**src/rtl/core/ucd_pkg.sv**
```systemverilog
package ucd_pkg;

	localparam int unsigned BYTE_W  = 8;
	localparam int unsigned CP_W    = 21;
	localparam int unsigned USED_W  = 3;
	localparam int unsigned AVAIL_W = 3;
	localparam int unsigned BITS_W  = 6;
	localparam int unsigned LEAD_W  = 7;
	localparam int unsigned NUM_LANES = 3;

	localparam logic [BYTE_W-1:0] CONT_LO = 8'b10000000;
	localparam logic [BYTE_W-1:0] CONT_HI = 8'b10111111;
	localparam logic [BYTE_W-1:0] E0_LO   = 8'hA0;
	localparam logic [BYTE_W-1:0] ED_HI   = 8'h9F;
	localparam logic [BYTE_W-1:0] F0_LO   = 8'h90;
	localparam logic [BYTE_W-1:0] F4_HI   = 8'h8F;
	localparam logic [BITS_W-1:0] CONT_PAYLOAD = 6'b111111;

	localparam logic [CP_W-1:0] REPLACEMENT = 21'h00FFFD;

	localparam logic [USED_W-1:0] LEN_0 = 3'd0;
	localparam logic [USED_W-1:0] LEN_1 = 3'd1;
	localparam logic [USED_W-1:0] LEN_2 = 3'd2;
	localparam logic [USED_W-1:0] LEN_3 = 3'd3;
	localparam logic [USED_W-1:0] LEN_4 = 3'd4;

	// lead byte classification
	typedef struct packed {
		logic               ascii;
		logic               invalid;
		logic [USED_W-1:0]  len;
		logic [BYTE_W-1:0]  lo;
		logic [BYTE_W-1:0]  hi;
		logic [LEAD_W-1:0]  bits;
	} lead_t;

	// everything the merge stage needs about one window
	typedef struct packed {
		logic                               empty;
		logic                               short_win;
		lead_t                              lead;
		logic [NUM_LANES-1:0]               lane_ok;
		logic [NUM_LANES-1:0][BITS_W-1:0]   lane_bits;
	} win_t;

endpackage

```
**src/rtl/core/ucd_lead.sv**
```systemverilog
module ucd_lead
	import ucd_pkg::*;
(
	input  logic [BYTE_W-1:0] byte0,
	output lead_t             lead
);

	always_comb begin
		lead.ascii   = 1'b0;
		lead.invalid = 1'b0;
		lead.len     = LEN_1;
		lead.lo      = CONT_LO;
		lead.hi      = CONT_HI;
		lead.bits    = byte0[LEAD_W-1:0];
		if (byte0 inside {[8'h00:8'h7F]}) begin
			lead.ascii = 1'b1;
		end else if (byte0 inside {[8'hC2:8'hDF]}) begin
			lead.len  = LEN_2;
			lead.bits = {2'b00, byte0[4:0]};
		end else if (byte0 inside {[8'hE0:8'hEF]}) begin
			lead.len  = LEN_3;
			lead.bits = {3'b000, byte0[3:0]};
			if (byte0 == 8'hE0) begin
				lead.lo = E0_LO;
			end else if (byte0 == 8'hED) begin
				lead.hi = ED_HI;
			end
		end else if (byte0 inside {[8'hF0:8'hF4]}) begin
			lead.len  = LEN_4;
			lead.bits = {4'b0000, byte0[2:0]};
			if (byte0 == 8'hF0) begin
				lead.lo = F0_LO;
			end else if (byte0 == 8'hF4) begin
				lead.hi = F4_HI;
			end
		end else begin
			lead.invalid = 1'b1;
		end
	end

endmodule

```
**src/rtl/core/ucd_lane.sv**
```systemverilog
module ucd_lane
	import ucd_pkg::*;
(
	input  logic [BYTE_W-1:0] data,
	input  logic [BYTE_W-1:0] lo,
	input  logic [BYTE_W-1:0] hi,
	output logic              ok,
	output logic [BITS_W-1:0] bits
);

	assign ok   = (data >= lo) && (data <= hi);
	assign bits = data[BITS_W-1:0] & CONT_PAYLOAD;

endmodule

```
**src/rtl/core/ucd_merge.sv**
```systemverilog
module ucd_merge
	import ucd_pkg::*;
(
	input  win_t              win,
	output logic [CP_W-1:0]   code_point,
	output logic [USED_W-1:0] used,
	output logic              bad
);

	logic              fail;
	logic [CP_W-1:0]   cp;

	always_comb begin
		fail = win.lead.invalid || win.short_win || !win.lane_ok[0]
			|| ((win.lead.len inside {LEN_3, LEN_4}) && !win.lane_ok[1])
			|| ((win.lead.len == LEN_4) && !win.lane_ok[2]);

		case (win.lead.len)
			LEN_2: cp = {10'd0, win.lead.bits[4:0], win.lane_bits[0]};
			LEN_3: cp = {5'd0, win.lead.bits[3:0], win.lane_bits[0], win.lane_bits[1]};
			LEN_4: cp = {win.lead.bits[2:0], win.lane_bits[0], win.lane_bits[1],
				win.lane_bits[2]};
			default: cp = {14'd0, win.lead.bits};
		endcase

		if (win.empty) begin
			code_point = REPLACEMENT;
			used       = LEN_0;
			bad        = 1'b0;
		end else if (win.lead.ascii) begin
			code_point = {14'd0, win.lead.bits};
			used       = LEN_1;
			bad        = 1'b0;
		end else if (fail) begin
			code_point = REPLACEMENT;
			used       = LEN_1;
			bad        = 1'b1;
		end else begin
			code_point = cp;
			used       = win.lead.len;
			bad        = 1'b0;
		end
	end

endmodule

```
**src/rtl/core/utf8_codepoint_decoder.sv**
```systemverilog
// Channel | Ports                                   | Handshake
// --------+-----------------------------------------+---------------------------
// request | byte0, byte1, byte2, byte3, avail       | start high, busy low
// result  | code_point, used, bad                   | done high for one cycle
//
// One request per cycle, sustained; busy never rises.
// The lead decode and the three byte lanes feed a register, then the merge feeds the output registers.
// Reset clears the two valid flags; payload registers are not reset.
// The receiver cannot stall, so nothing is ever held back.
module utf8_codepoint_decoder
	import ucd_pkg::*;
(
	input  logic               clk,
	input  logic               arst_n,
	input  logic               start,
	output logic               busy,
	input  logic [BYTE_W-1:0]  byte0,
	input  logic [BYTE_W-1:0]  byte1,
	input  logic [BYTE_W-1:0]  byte2,
	input  logic [BYTE_W-1:0]  byte3,
	input  logic [AVAIL_W-1:0] avail,
	output logic               done,
	output logic [CP_W-1:0]    code_point,
	output logic [USED_W-1:0]  used,
	output logic               bad
);

	lead_t                              lead;
	logic [NUM_LANES-1:0][BYTE_W-1:0]   lane_data;
	logic [NUM_LANES-1:0][BYTE_W-1:0]   lane_lo;
	logic [NUM_LANES-1:0][BYTE_W-1:0]   lane_hi;
	logic [NUM_LANES-1:0]               lane_ok;
	logic [NUM_LANES-1:0][BITS_W-1:0]   lane_bits;
	win_t                               win;

	win_t                               win_s1;
	logic                               valid_s1;

	logic [CP_W-1:0]                    m_code_point;
	logic [USED_W-1:0]                  m_used;
	logic                               m_bad;

	// the decoder takes a request every cycle
	assign busy = 1'b0;

	ucd_lead u_lead (
		.byte0 (byte0),
		.lead  (lead)
	);

	// the first continuation lane takes its bounds from the lead byte;
	// the other two always check the plain continuation range
	assign lane_data = {byte3, byte2, byte1};
	assign lane_lo   = {CONT_LO, CONT_LO, lead.lo};
	assign lane_hi   = {CONT_HI, CONT_HI, lead.hi};

	for (genvar g = 0; g < NUM_LANES; g++) begin : g_lane
		ucd_lane u_lane (
			.data (lane_data[g]),
			.lo   (lane_lo[g]),
			.hi   (lane_hi[g]),
			.ok   (lane_ok[g]),
			.bits (lane_bits[g])
		);
	end

	always_comb begin
		win.empty     = (avail == '0);
		win.short_win = (avail < lead.len);
		win.lead      = lead;
		win.lane_ok   = lane_ok;
		win.lane_bits = lane_bits;
	end

	// stage 1: hold the lane findings
	always_ff @(posedge clk or negedge arst_n) begin
		if (!arst_n) begin
			valid_s1 <= 1'b0;
		end else begin
			valid_s1 <= start && !busy;
		end
	end

	always_ff @(posedge clk) begin
		if (start && !busy) begin
			win_s1 <= win;
		end
	end

	ucd_merge u_merge (
		.win        (win_s1),
		.code_point (m_code_point),
		.used       (m_used),
		.bad        (m_bad)
	);

	// stage 2: registered result with a one-cycle strobe
	always_ff @(posedge clk or negedge arst_n) begin
		if (!arst_n) begin
			done <= 1'b0;
		end else begin
			done <= valid_s1;
		end
	end

	always_ff @(posedge clk) begin
		if (valid_s1) begin
			code_point <= m_code_point;
			used       <= m_used;
			bad        <= m_bad;
		end
	end

endmodule

```
**config.mk**
```make
export PLATFORM = sky130hd
export DESIGN_NAME = utf8_codepoint_decoder
export DESIGN_NICKNAME = d
export VERILOG_FILES = /design/src/rtl/core/ucd_pkg.sv /design/src/rtl/core/ucd_lead.sv /design/src/rtl/core/ucd_lane.sv /design/src/rtl/core/ucd_merge.sv /design/src/rtl/core/utf8_codepoint_decoder.sv
export SDC_FILE = /design/constraint.sdc
export NUM_CORES = 1
export LEC_CHECK = 0
export ABC_AREA = 1
export BUFFER_PORTS_ARGS = -buffer_cell sky130_fd_sc_hd__buf_2
export CORE_ASPECT_RATIO = 0.75
export CORE_MARGIN = 3
export CORE_UTILIZATION = 50
export CTS_BUF_LIST = sky130_fd_sc_hd__clkbuf_4
export DETAILED_ROUTE_END_ITERATION = 6
export PLACE_DENSITY_LB_ADDON = 0.2
export SYNTH_ARGS = -nofsm -noshare
export SYNTH_HDL_FRONTEND = slang
export SYNTH_HIERARCHICAL = 1
export SYNTH_SLANG_ARGS = --single-unit
```
**constraint.sdc**
```tcl
create_clock -name clk -period 2.3 [get_ports clk]
set_clock_uncertainty 0.05 [all_clocks]
set_input_delay 0.69 -clock clk [delete_from_list [all_inputs] [get_ports clk]]
set_output_delay 0.69 -clock clk [all_outputs]
set_load 0.005 [all_outputs]
```
==> impl_metrics.ini <==
[setup_path]
startpoint = byte0[4]
cp_cell_sequence = buf_2 > inv_2 > nand2_1 > nor2_2 > inv_1 > o21ai_1 > inv_1 > inv_1 > ha_1 > a21oi_1 > nor2_1 > nor2_1 > nand2_1 > nand2_1 > nand2_1 > inv_1
crit_arrival_ns = 2.15
path_buf_inv = 6
cpPeakStageDelay_ns = 0.23
cp_slowest_cell = ha_1
cpLargestDelayFamily = simple AND/OR/NAND/NOR gates
cp_max_fo = 4
end_kind = flop
crit_type = input pin to flop
required_ns = 2.54
timing.rr.start = win_s1[46]$_DFFE_PP_
crit_path_start_kind = input pin
r2r_slack_ns = 0.58

[timing]
hold_viol = 0
slew_violations = 0
fmax_ghz = 0.523
rsz0062_at_grt = no
finalCritPeriodShare_pct = 83.2
layout_min_cycle_time_ns = 1.91
fin_ws_ns = 0.387
setup_viol_count_final = 0
whs_ns = 0.417

[clock_tree]
clock_sinks = 62
clk_pin_slew_ns = 0.11
cts_tree = yes
numCtsBuffers = 9
ctsHoldBuffers = 1
clk_latency_ns = 0.41
cts_htree_levels = 3
clk_path_buf_depth = 2
cts-root-buf = clkbuf_4
post_cts_buffers = 0
post_cts_resized = 0

[place]
globalplace.congestion = 0.876
preCtsSetupSlack_ns = -0.0105
port_buffers = 63
place_area_um2 = 4770
post-dp-hpwl_um = 6810
dp.cells = 694

[global_route]
grt_pass1_vias = 2964
grt_use_total_pct = 17.7
grt_start_max_net_pins = 37
grt_pass1_wl_um = 13900
gr-total-overflow = 0
grt_antenna_before_repair = 0

[route]
dr.pass1.iters = 7
num_vias = 3250
finalWirelength_um = 8470
post_drt_wl_per_cell_um = 11.9
drtIter0Drc = 177
drc = 0
drtAntennaViolNets = 0
viasPerCell = 4.57

[power]
p_switching_mw = 0.795
p_leak_nw = 2.52
power_frac_clock_pct = 25.9
switching_share_pct = 30.9
combPwrFrac_pct = 19.7
power_density_nw_per_um2 = 525
p_int_mw = 1.78
peakVddDrop_v = 0.000199
p_seq_share_pct = 54.4

[logic_synthesis]
syn_area_um2 = 4450
syn_area_per_cell_um2 = 8.57
synth_warnings = 6
syn_inst = 520

[finish]
fin_area_um2 = 4910
drive_above_1_share_pct = 21.4
syn_to_final_growth_pct = 10.2
n_fill_cell = 797
diodes = 0
nets = 686
post-route-util_pct = 57.3
final-instance-count-excl-fill = 711

[status]
outcome = finished clean

[job]
cap_viol_max_count = 0

[floorplanning]
io-pin-count = 65
fp.dieW_um = 115
coreArea_um2 = 8560
start_util_pct = 52.0
core.rowCount = 29
die_h_um = 87.7
dieArea_um2 = 10100

[worst_hold_path]
hp-class = input pin to flop
min-delay-start = byte2[0]
per-stage QoR:
step / total power, mW / setup TNS (ns)
after floorplan: 1.78 / 0
after global placement: 1.91 / 0
after detailed placement: 1.93 / -0.0105
after CTS: 2.59 / 0
after global routing: 2.75 / 0
final: 2.58 / 0
flip-flops by register name, indices dropped and copies added (netlist names):
register / cells
code_point: 21
win_s1: 35
valid_s1: 1
bad: 1
done: 1
used: 3
routing by layer:
layer	routed length, µm	track usage, %	up-vias
li1	-	-	1740
met1	4190	25.3	1413
met2	3730	27.4	93
met3	531	5.04	4
met4	27	3.20	0
met5	0	0	-
path summary, 6_finish.rpt:
path	to	depth (start not counted)
max	win_s1[18]$_DFFE_PP_	16
min	win_s1[6]$_DFFE_PP_	1
max reg2reg	code_point[1]$_DFFE_PP_	7
min reg2reg	code_point[6]$_DFFE_PP_	2
max in group asynchronous	valid_s1$_DFF_PN0_	2
min in group asynchronous	done$_DFF_PN0_	2
area by class of cell:
class / count / area, µm² / share of cell area [%]
Clock inverter: 7 / 57.6 / 1.17
Clock buffer: 9 / 67.6 / 1.38
Timing Repair Buffer: 68 / 355 / 7.24
Multi-Input combinational cell: 362 / 2080 / 42.5
Tap cell: 108 / 135 / 2.75
Sequential cell: 62 / 1850 / 37.7
Inverter: 95 / 357 / 7.26
placed cells by master (no fill, tap or decap), types with 19 or more instances in the layout:
cell type and instances:
inv_1 86, nand2_1 137, buf_2 63, a21oi_1 19
ha_1 50, nand3_1 21, nor2_1 35, conb_1 45
edfxtp_1 60
power groups by stage:
| stage | Combinational, mW | Sequential, mW | Clock [mW] |
|---|---|---|---|
| after floorplan | 0.367 | 1.42 | 0 |
| after global placement | 0.481 | 1.43 | 0 |
| after detailed placement | 0.500 | 1.43 | 0 |
| after CTS | 0.502 | 1.40 | 0.690 |
| after global routing | 0.588 | 1.41 | 0.747 |
| final | 0.507 | 1.40 | 0.668 |
(Power assumes the default switching activity.)
